<file path="src/hw/rtl/pst_pkg.sv">
// Package: shared types, constants and opcodes of the point-set transform block.
`timescale 1ns / 1ps
package pst_pkg;
	localparam int MAX_POINTS_DEF = 64;
	localparam int CW = 32;
	localparam int SW = 38;

	localparam logic [3:0] OP_ROT_X  = 4'd0;
	localparam logic [3:0] OP_ROT_Y  = 4'd1;
	localparam logic [3:0] OP_ROT_Z  = 4'd2;
	localparam logic [3:0] OP_UP     = 4'd3;
	localparam logic [3:0] OP_DOWN   = 4'd4;
	localparam logic [3:0] OP_LEFT   = 4'd5;
	localparam logic [3:0] OP_RIGHT  = 4'd6;
	localparam logic [3:0] OP_MDOWN  = 4'd7;
	localparam logic [3:0] OP_MUP    = 4'd8;

	localparam logic [2:0] REG_OP     = 3'd0;
	localparam logic [2:0] REG_USEC   = 3'd1;
	localparam logic [2:0] REG_CX     = 3'd2;
	localparam logic [2:0] REG_CY     = 3'd3;
	localparam logic [2:0] REG_CZ     = 3'd4;
	localparam logic [2:0] REG_ROT    = 3'd5;
	localparam logic [2:0] REG_SCALE  = 3'd6;
	localparam logic [2:0] REG_STEP   = 3'd7;

	typedef enum logic [2:0] {
		ST_LOAD, ST_DIV, ST_RD, ST_CALC, ST_OUT
	} state_t;

	typedef struct packed {
		logic store;     // store and sum incoming point
		logic div_start; // start centroid division
		logic rd;        // read store entry
		logic calc;      // advance arithmetic pipeline
		logic out_load;  // load output register
		logic clear;     // end of batch
	} cmd_t;

	typedef struct packed {
		logic div_done;
		logic calc_done;
		logic last_rd;
		logic full;
	} sts_t;

	function automatic logic signed [31:0] sat32(input logic signed [65:0] v);
		if (v > 66'sd2147483647) return 32'sh7FFFFFFF;
		if (v < -66'sd2147483648) return 32'sh80000000;
		return v[31:0];
	endfunction
endpackage

</file>
<file path="src/hw/rtl/pst_ctrl.sv">
// Controller state machine of the point-set transform block.
`timescale 1ns / 1ps
module pst_ctrl import pst_pkg::*; (
	input  logic clk,
	input  logic arst_n,
	input  logic in_fire,
	input  logic in_last,
	input  logic out_busy,
	input  logic out_fire,
	input  sts_t sts,
	output cmd_t cmd,
	output logic in_rdy
);
	state_t state_q, state_n;

	always_ff @(posedge clk or negedge arst_n) begin
		if (!arst_n) state_q <= ST_LOAD;
		else state_q <= state_n;
	end

	always_comb begin
		state_n = state_q;
		unique case (state_q)
			ST_LOAD: if (in_fire && in_last) state_n = ST_DIV;
			ST_DIV:  if (sts.div_done) state_n = ST_RD;
			ST_RD:   state_n = ST_CALC;
			ST_CALC: if (sts.calc_done) state_n = ST_OUT;
			ST_OUT:  if (!out_busy || out_fire)
				state_n = sts.last_rd ? ST_LOAD : ST_RD;
			default: state_n = ST_LOAD;
		endcase
	end

	always_comb begin
		cmd = '0;
		in_rdy = 1'b0;
		unique case (state_q)
			ST_LOAD: begin
				in_rdy = 1'b1;
				cmd.store = in_fire;
				cmd.div_start = in_fire && in_last;
			end
			ST_RD:   cmd.rd = 1'b1;
			ST_CALC: cmd.calc = 1'b1;
			ST_OUT: if (!out_busy || out_fire) begin
				cmd.out_load = 1'b1;
				cmd.clear = sts.last_rd;
			end
			default: ;
		endcase
	end

`ifndef SYNTH
	a_load_ready: assert property (@(posedge clk) disable iff (!arst_n)
		in_rdy |-> state_q == ST_LOAD) else $error("ready outside load");
	a_clear_out: assert property (@(posedge clk) disable iff (!arst_n)
		cmd.clear |-> cmd.out_load) else $error("clear without output");
	a_rd_calc: assert property (@(posedge clk) disable iff (!arst_n)
		cmd.rd |=> state_q == ST_CALC) else $error("read not followed by calc");
`endif
endmodule

</file>
<file path="config.mk">
export PLATFORM = sky130hd
export DESIGN_NAME = pst_ctrl
export DESIGN_NICKNAME = d
export VERILOG_FILES = /design/src/hw/rtl/pst_pkg.sv /design/src/hw/rtl/pst_ctrl.sv
export SDC_FILE = /design/constraint.sdc
export NUM_CORES = 1
export LEC_CHECK = 0
export BUFFER_PORTS_ARGS = -buffer_cell sky130_fd_sc_hd__buf_2
export CORE_AREA = 2 2 39 41
export CTS_CLUSTER_SIZE = 12
export DETAILED_ROUTE_END_ITERATION = 16
export DIE_AREA = 0 0 41 43
export PLACE_DENSITY = 0.51
export SLEW_MARGIN = 20
export SYNTH_ARGS = -nofsm -noshare
export SYNTH_HDL_FRONTEND = slang
export SYNTH_SLANG_ARGS = --single-unit
</file>
<file path="constraint.sdc">
create_clock -name clk -period 1.7 [get_ports clk]
set_input_delay 0.34 -clock clk [delete_from_list [all_inputs] [get_ports clk]]
set_output_delay 0.34 -clock clk [all_outputs]
set_load 0.02 [all_outputs]
</file>
==> metrics.txt, run 1 <==
via-per-instance ratio=4.33; drt first-iter violations=3; Nets=slightly below 60; yosys warns=0; Flop pwr share=0.175; most frequent cells in the layout=buf_2, buf_4, clkbuf_4, dfrtp_1; fin cells=between 60 and 70; final clock skew=1.73 ps; io pins=17; final instance area=418 um^2; drt pass-1 iters=2; Core Region=between 0.001 and 0.0015 mm^2; Setup crit start=state_q[0]; CP Max Fanout=2; Net Sw Power=275 uW; Die H=43 um; via count=277; Yosys top cell area share=0.297; Pins Over Slew Limit=0; worst r2r src=state_q[0]; Cell Count Post-Placement=just under 60; setup slack after layout=-21.8 ps; die area=0.00176 mm^2; Mapped Cells=27; P_int=roughly 400 uW; # port buffers=15; initial antenna violation count=0; global-route usage over all layers=0.0926; max frequency=between 500 and 600 MHz; clock sinks=3; TritonCTS clock tree=built; number of flip-flops in the largest register=3; CTS H-tree depth=1; synthesized cell area=roughly 250 um^2; Final Wtd Congestion=0.639; min Tclk post-route=1720 ps; number of max-cap violations=0; largest net degree at the start of global routing=10; Final Hold Fails=0; FILL cells=151; CTS root buf=clkbuf_4; Syn Nets=37; Clk pin slew, worst setup/hold paths=~40 ps; Logic pwr share=0.633; Power Density=1590 mW/mm^2; commonest non-fill, non-tap cell in the layout=buf_2; Yosys reg bits=3; Worst-Skew Late Latency=roughly 240 ps; CTS Buffer Depth=2; failing checks=negative setup slack; Final period util=1.01; Area Growth Syn to Fin=65.3%; first-pass GRT wire length=993 um; Rows=14; Die W=approximately 40 um; sequential-to-total area share from yosys stat=0.297; Setup-failing EPs final=1; layout cells sized above 1=0.625; initial core utilization=0.183; Sw Share=0.413; static leakage=0.216 nW; Avg Cell Area, Syn=~9.4 um^2; vias in the first global route=roughly 230; RSZ-0062 raised after global routing=true; Crit Path Category=flop to output port; synth unique cells=22; worst hold margin=around 370 ps; Synth area leader=dfrtp_1; Post-DP Area=358 um^2; wire per inst=approximately 10 um; Pwr Total=665 uW; worst vdd ir=between 0.0005 and 0.0006 V; Hold Crit Depth=3; dominant cells by area after synthesis=dfrtp_1, and2_1, o22ai_2, buf_6, mux2_2; status=finished with violations; Critical Path Sink=cmd[0]; Regs by FF count=state_q (3); global route overflow=0; ANT nets after route=0; Clock power frac=0.191; WP data required=1360 ps; Hold Path Class=primary input to flop; DRC viols=0; Worst setup SP type=flop; Reg2Reg Depth=4; Largest Register=state_q; CTS Buf Count=3; Ant. Diodes=0; Fin Setup TNS=-21.8 ps; total routed wirelength=640 um; reg-to-reg slack, setup=420 ps; Tightest Pin Transition=between 200 and 300 ps; Data arrival, critical path=1380 ps; relative slew slack=0.827; RR Endpoint=state_q[1]; CP Capture Type=output port
-- cell usage after synthesis --
library cell  n
dfrtp_1       3
and2_1        2
nand2_1       2
o21ai_0       2
a211oi_1      1
a221oi_1      1
and3_1        1
and3_2        1
and3b_2       1
buf_2         1
buf_4         1
buf_6         1
mux2_2        1
nand2b_1      1
nor2_1        1
nor2b_2       1
nor3_1        1
nor3b_1       1
o211a_1       1
o21bai_1      1
o22ai_2       1
or3b_4        1
-- worst min-delay path by stage --
stage	from	to	slack, ps
after detailed placement	arst_n	state_q[0]	140
after floorplan	arst_n	state_q[0]	40
after global routing	sts[2]	state_q[2]	380
after CTS	sts[2]	state_q[2]	370
final	sts[2]	state_q[2]	370
after global placement	arst_n	state_q[0]	140
-- cells by family after synthesis --
family | Yosys count | synth area share
AOI/OAI and AO/OA | 7 | 0.223
buffers and inverters | 3 | 0.0940
DFF | 3 | 0.297
muxes | 1 | 0.0446
and+or+nand+nor | 13 | 0.342
-- worst max-delay path: stages (launching register included) --
cell     delay, ps
dfrtp_1        370
or3b_4         420
nor2b_4        120
and2_4         140
buf_6          100
-- metal layers --
metal  GRT usage  part of all wire
met1       0.110              0.42
met2       0.109              0.42
met3      0.0419              0.12
met4       0.100             0.034
met5           0                 0
-- timing repair --
action	4_1_cts	5_1_grt
setup endpoints to repair	1	4
setup buffers	1	0
endpoints found under the hold margin	3	0
resized for setup	3	2
hold buffers	1	0
pin swaps	2	1
-- stage by stage --
stage / utilization / setup WS, ps
6_report: 0.302 / -21.8
5_1_grt: 0.302 / -72.1
4_1_cts: 0.296 / -28.6
3_5_place_dp: 0.259 / 166
3_3_place_gp: 0.259 / 166
2_1_floorplan: - / 49.0
-- final cells by class --
| type | instances | area, um^2 | share of cell area |
|---|---|---|---|
| Clock buffer | 4 | 26.3 | 0.0629 |
| Multi-Input combinational cell | 21 | 173 | 0.413 |
| Timing Repair Buffer | 20 | 124 | 0.296 |
| Sequential cell | 3 | 75.1 | 0.180 |
| Tap cell | 16 | 20.0 | 0.0479 |
-- power groups by stage --
stage,Clock [mW],Sequential (mW),Combinational [mW]
after floorplan,0,0.117,0.308
after detailed placement,0,0.118,0.392
after CTS,0.133,0.117,0.402
after global routing,0.143,0.121,0.472
final,0.127,0.117,0.421
after global placement,0,0.117,0.388
Power figures use the tool's default switching activity.
==> run 2, diff against run 1 <==
--- a/config.mk
+++ b/config.mk
@@ -7,2 +7,3 @@
 export LEC_CHECK = 0
+export ABC_AREA = 1
 export BUFFER_PORTS_ARGS = -buffer_cell sky130_fd_sc_hd__buf_2
@@ -12,3 +13,3 @@
 export DIE_AREA = 0 0 41 43
-export PLACE_DENSITY = 0.51
+export PLACE_DENSITY = 0.5
 export SLEW_MARGIN = 20
--- a/constraint.sdc
+++ b/constraint.sdc
@@ -3,2 +3,2 @@
 set_output_delay 0.34 -clock clk [all_outputs]
-set_load 0.02 [all_outputs]
+set_load 0.05 [all_outputs]
==> metrics.txt, run 2 <==
Clk pin slew, worst setup/hold paths=around 40 ps; sequential-to-total area share from yosys stat=0.306; Area Growth Syn to Fin=58.7%; FF/Latch Area=75.1 um^2; CTS root buf=clkbuf_4; final clock skew=3.40 ps; # port buffers=15; total routed wirelength=606 um; Final Hold Fails=0; relative slew slack=0.835; Pins Over Slew Limit=0; drt first-iter violations=6; global route overflow=0; FILL cells=168; synthesized cell area=roughly 250 um^2; io pins=17; Synth Area in Adders=0; Post-Synth XOR/XNOR Area=0; CP Capture Type=output port; global-route usage over all layers=0.0845; layout cells sized above 1=0.355; worst vdd ir=0.000657 V; Synth area leader=dfrtp_1; initial antenna violation count=0; Die H=43 um; ANT nets after route=0; min Tclk post-route=1620 ps; status=complete, no violations; largest net degree at the start of global routing=6; number of flip-flops in the largest register=3; Tightest Pin Transition=about 250 ps; CTS Buf Count=3; first-pass GRT wire length=952 um; die area=0.00176 mm^2; Crit path max-delay family=flip-flops; max frequency=619 MHz; Crit Path Category=flop to output port; Final period util=0.950; CP Max Fanout=4; dominant cells by area after synthesis=dfrtp_1, nand2_1, inv_1, nand3_1, nor2_1; Yosys reg bits=3; multiplexer area fraction after synthesis=0; largest family of logic cells by synthesized area=simple AND/OR/NAND/NOR gates; CTS H-tree depth=1; post-synthesis compound-gate area fraction=0.0204; Hold Path Class=primary input to flop; via count=just over 300; Ant. Diodes=0; DRC viols=0; WP data required=1360 ps; final instance area=389 um^2; cells along the critical path=nor2_1 -> nand2_1 -> nor2_1 -> buf_2; most frequent cells in the layout=buf_2, nand2_1, inv_1; vias in the first global route=269; commonest cells in the netlist=nand2_1, inv_1, nor2_1; Syn Nets=53; Data arrival, critical path=approximately 1300 ps; Worst-Skew Late Latency=230 ps; static leakage=about 0.25 nW; Largest Register=state_q; most used cell, CP=nor2_1; Nets=73; RSZ-0062 raised after global routing=true; Avg Cell Area, Syn=5.70 um^2; Rows=14; Core Region=0.00138 mm^2; drt pass-1 iters=4; asr flop ratio synth=1.00; slowest cell on the critical path=dfrtp_1; Setup-failing EPs final=0; Worst path max stage delay=420 ps; Worst setup SP type=flop; Post-DP Area=~340 um^2; CTS Buffer Depth=2; initial core utilization=0.177; top-count cell post-synth=nand2_1; Crit path buffers/inverters=1; Final Wtd Congestion=0.763; wire per inst=7.77 um; post-DP HPWL=489 um; synth unique cells=11; Post-synth EDFFs=0; Yosys top cell area share=0.306; fin cells=78; Die W=41 um; yosys warns=0; simple-gate share of the synthesized area=0.490; via-per-instance ratio=3.91; Post-synth top flop=dfrtp_1; Cell Count Post-Placement=between 70 and 80; setup bufs post-CTS=0; Regs by FF count=state_q (3); Fin Setup TNS=0 ps; number of max-cap violations=0; Power Density=1950 mW/mm^2; TritonCTS clock tree=built; clock sinks=3; Mapped Cells=43; area occupied by multi-input gates=138 um^2; commonest non-fill, non-tap cell in the layout=buf_2
## run 2: cell types whose count changed after synthesis, sizes merged, moves of 2 or more
cell   change
nand2      +9
buf        -2
inv       +10
nand3      +6
and2       -2
o21ai      -2
nor2       +8
and3       -2
## run 2: per-stage QoR
stage	total power, mW	hold WS [ps]	utilization	setup slack [ps]
after floorplan	0.520	44.4	-	22.8
after global placement	0.606	138	0.244	242
after detailed placement	0.607	139	0.244	271
after CTS	0.746	408	0.270	3.55
after global routing	0.824	430	0.281	-9.03
final	0.759	410	0.281	84.2
## run 2: final cells by class
cell class,count,area share
flip-flops and latches,3,0.193
inverters,10,0.0965
well taps,16,0.0514
repair buffers,16,0.238
multi-input cells,29,0.354
clock buffers,4,0.0675
## run 2: final timing paths
kind / startpoint / depth (start not counted) / to / slack, ps
setup / recovery: state_q[0] / 4 / cmd[1] / 80
hold / removal: sts[2] / 4 / state_q[1] / 410
setup reg to reg: state_q[0] / 6 / state_q[0] / 520
hold reg to reg: state_q[0] / 3 / state_q[0] / 670
max in group asynchronous: arst_n / 2 / state_q[1] / 1160
min in group asynchronous: arst_n / 2 / state_q[2] / 430
## run 2: kinds of logic after synthesis
| group | Yosys count |
|---|---|
| and+or+nand+nor | 28 |
| buffers and inverters | 11 |
| AOI/OAI and AO/OA | 1 |
| DFF | 3 |
## run 2: power breakdown
| group | internal (mW) | leakage (nW) | total, mW | switching, mW |
|---|---|---|---|---|
| logic | 0.138 | 0.193 | 0.487 | 0.349 |
| clock network | 0.0880 | 0.0150 | 0.126 | 0.0380 |
| registers | 0.103 | 0.0385 | 0.146 | 0.0423 |
| total | 0.329 | 0.246 | 0.759 | 0.429 |
## run 2: worst register-to-register path, cell delays in order (launching register included)
cell and delay [ps]:
dfrtp_1 420, nor2_1 160, nand2_1 110, nor2_1 160, nor2_1 90, nand3_1 70
nand2_1 50
## run 2: per-layer routing
layer / routed length [um] / part of all wire / track usage / vias up
li1: - / - / - / 167
met1: 278 / 0.46 / 0.0906 / 129
met2: 280 / 0.46 / 0.119 / 9
met3: 47 / 0.078 / 0.0471 / 0
met4: 0 / 0 / 0.0600 / 0
met5: 0 / 0 / 0 / -
## run 2: timing repair
item / 4_1_cts / 5_1_grt
hold buffers: 1 / 0
setup endpoints to repair: 0 / 4
gates resized for setup: 0 / 5
hold endpoints to repair: 3 / 0
==> run 3, diff against run 2 <==
==> constraint.sdc (replaced) <==
create_clock -name clk -period 1.7 [get_ports clk]
set_input_delay 0.085 -clock clk [delete_from_list [all_inputs] [get_ports clk]]
set_output_delay 0.085 -clock clk [all_outputs]
set_load 0.05 [all_outputs]
==> metrics.txt, run 3 (synthesis gave the netlist of run 2 again) <==
io pins=17; layout cells sized above 1=0.339; die area=approximately 0.0018 mm^2; number of max-cap violations=0; min Tclk post-route=about 1400 ps; CTS root buf=clkbuf_4; Final period util=0.838; Reg2Reg Depth=6; Ant. Diodes=0; Worst path max stage delay=roughly 410 ps; post-DP HPWL=between 400 and 500 um; Nets=73; drt pass-1 iters=4; Die H=43 um; Core Region=0.00138 mm^2; Final Hold Fails=0; Hold Path Class=primary input to flop; CTS Buf Count=3; CTS H-tree depth=1; post-CTS sizing=0; slowest cell on the critical path=dfrtp_1; Hold Crit Depth=4; RSZ-0062 raised after global routing=false; Rows=14; hold_sp=sts[2]; Data arrival, critical path=1340 ps; Setup crit start=state_q[2]; cells along the critical path=nor2_1 -> nand2_1 -> nor2_1 -> buf_2; number of flip-flops in the largest register=3; # port buffers=15; global-route usage over all layers=0.0845; most used cell, CP=nor2_1; CP Capture Type=output port; largest net degree at the start of global routing=6; total routed wirelength=593 um; initial antenna violation count=0; Die W=approximately 41 um; relative slew slack=0.835; TritonCTS clock tree=built; most frequent cells in the layout=buf_2, nand2_1, inv_1; FILL cells=169; Power Density=between 1500 and 2000 mW/mm^2; Pins Over Slew Limit=0; via-per-instance ratio=around 3.9; Clk pin slew, worst setup/hold paths=40 ps; clock sinks=3; static leakage=0.246 nW; worst r2r src=state_q[0]; post-place setup slack=526 ps; Tightest Pin Transition=between 200 and 250 ps; Final Wtd Congestion=0.764; DRC viols=0; setup slack after layout=275 ps; commonest non-fill, non-tap cell in the layout=buf_2; final instance area=374 um^2; Worst-Skew Late Latency=approximately 230 ps; Setup-failing EPs final=0; drt first-iter violations=9; Fin Setup TNS=0 ps; worst vdd ir=between 0.0006 and 0.0007 V; CTS Buffer Depth=2; CP Max Fanout=5; first-pass GRT wire length=952 um; Post-DP Area=338 um^2; Crit Path Category=flop to output port; max frequency=about 700 MHz; ANT nets after route=0; Worst setup SP type=flop; Largest Register=state_q; wire per inst=7.60 um; status=complete, no violations; global route overflow=0; final clock skew=roughly 3.4 ps; via count=301; vias in the first global route=269; Regs by FF count=state_q (3); Area Growth Syn to Fin=52.6%; initial core utilization=0.177; WP data required=1620 ps
-- run 3: cell types whose count changed in the layout (fill, tap and decap cells not counted), sizes merged --
| cell | before | now |
|---|---|---|
| buf | 12 | 15 |
| clkbuf | 7 | 4 |
-- run 3: path summary, 6_finish.rpt --
check / endpoint / slack, ps
max: cmd[5] / 280
min: state_q[1] / 150
max reg2reg: state_q[0] / 560
min reg2reg: state_q[2] / 640
max in group asynchronous: state_q[1] / 1420
min in group asynchronous: state_q[2] / 170
-- run 3: stage by stage --
step / instances / power, mW / hold WS (ps) / util
after floorplan: 43 / 0.520 / -211 / -
after global routing: 78 / 0.794 / 175 / 0.270
after CTS: 78 / 0.746 / 153 / 0.270
after detailed placement: 73 / 0.607 / -116 / 0.244
final: 78 / 0.730 / 155 / 0.270
after global placement: 73 / 0.606 / -117 / 0.244
-- run 3: metal layers --
layer,share of wire,track usage,wire length (um),vias up
met5,0,0,0,-
li1,-,-,-,167
met4,0,0.0600,0,0
met3,0.089,0.0471,53,0
met2,0.45,0.119,266,9
met1,0.46,0.0906,272,125
-- run 3: cell type report --
class	count	area, um^2	share of cell area
clock buffers	4	26.3	0.0702
inverters	10	37.5	0.100
multi-input cells	29	130	0.348
flip-flops and latches	3	75.1	0.201
well taps	16	20.0	0.0535
repair buffers	16	85.1	0.227
-- run 3: what timing repair did --
action,in CTS,in global routing
hold endpoints to repair,3,0
setup buffers,0,0
setup endpoints to repair,0,0
hold buffers,1,0
-- run 3: critical path: cells and delay by family (launching register included) --
family | cells | cell delay [ps]
flip-flops | 1 | 410
AND/OR/NAND/NOR | 3 | 420
buffers and inverters | 1 | 260
-- run 3: power by group --
part	internal, mW	switching [mW]	total (mW)
clock network	0.0880	0.0380	0.126
logic	0.122	0.347	0.469
registers	0.103	0.0315	0.135
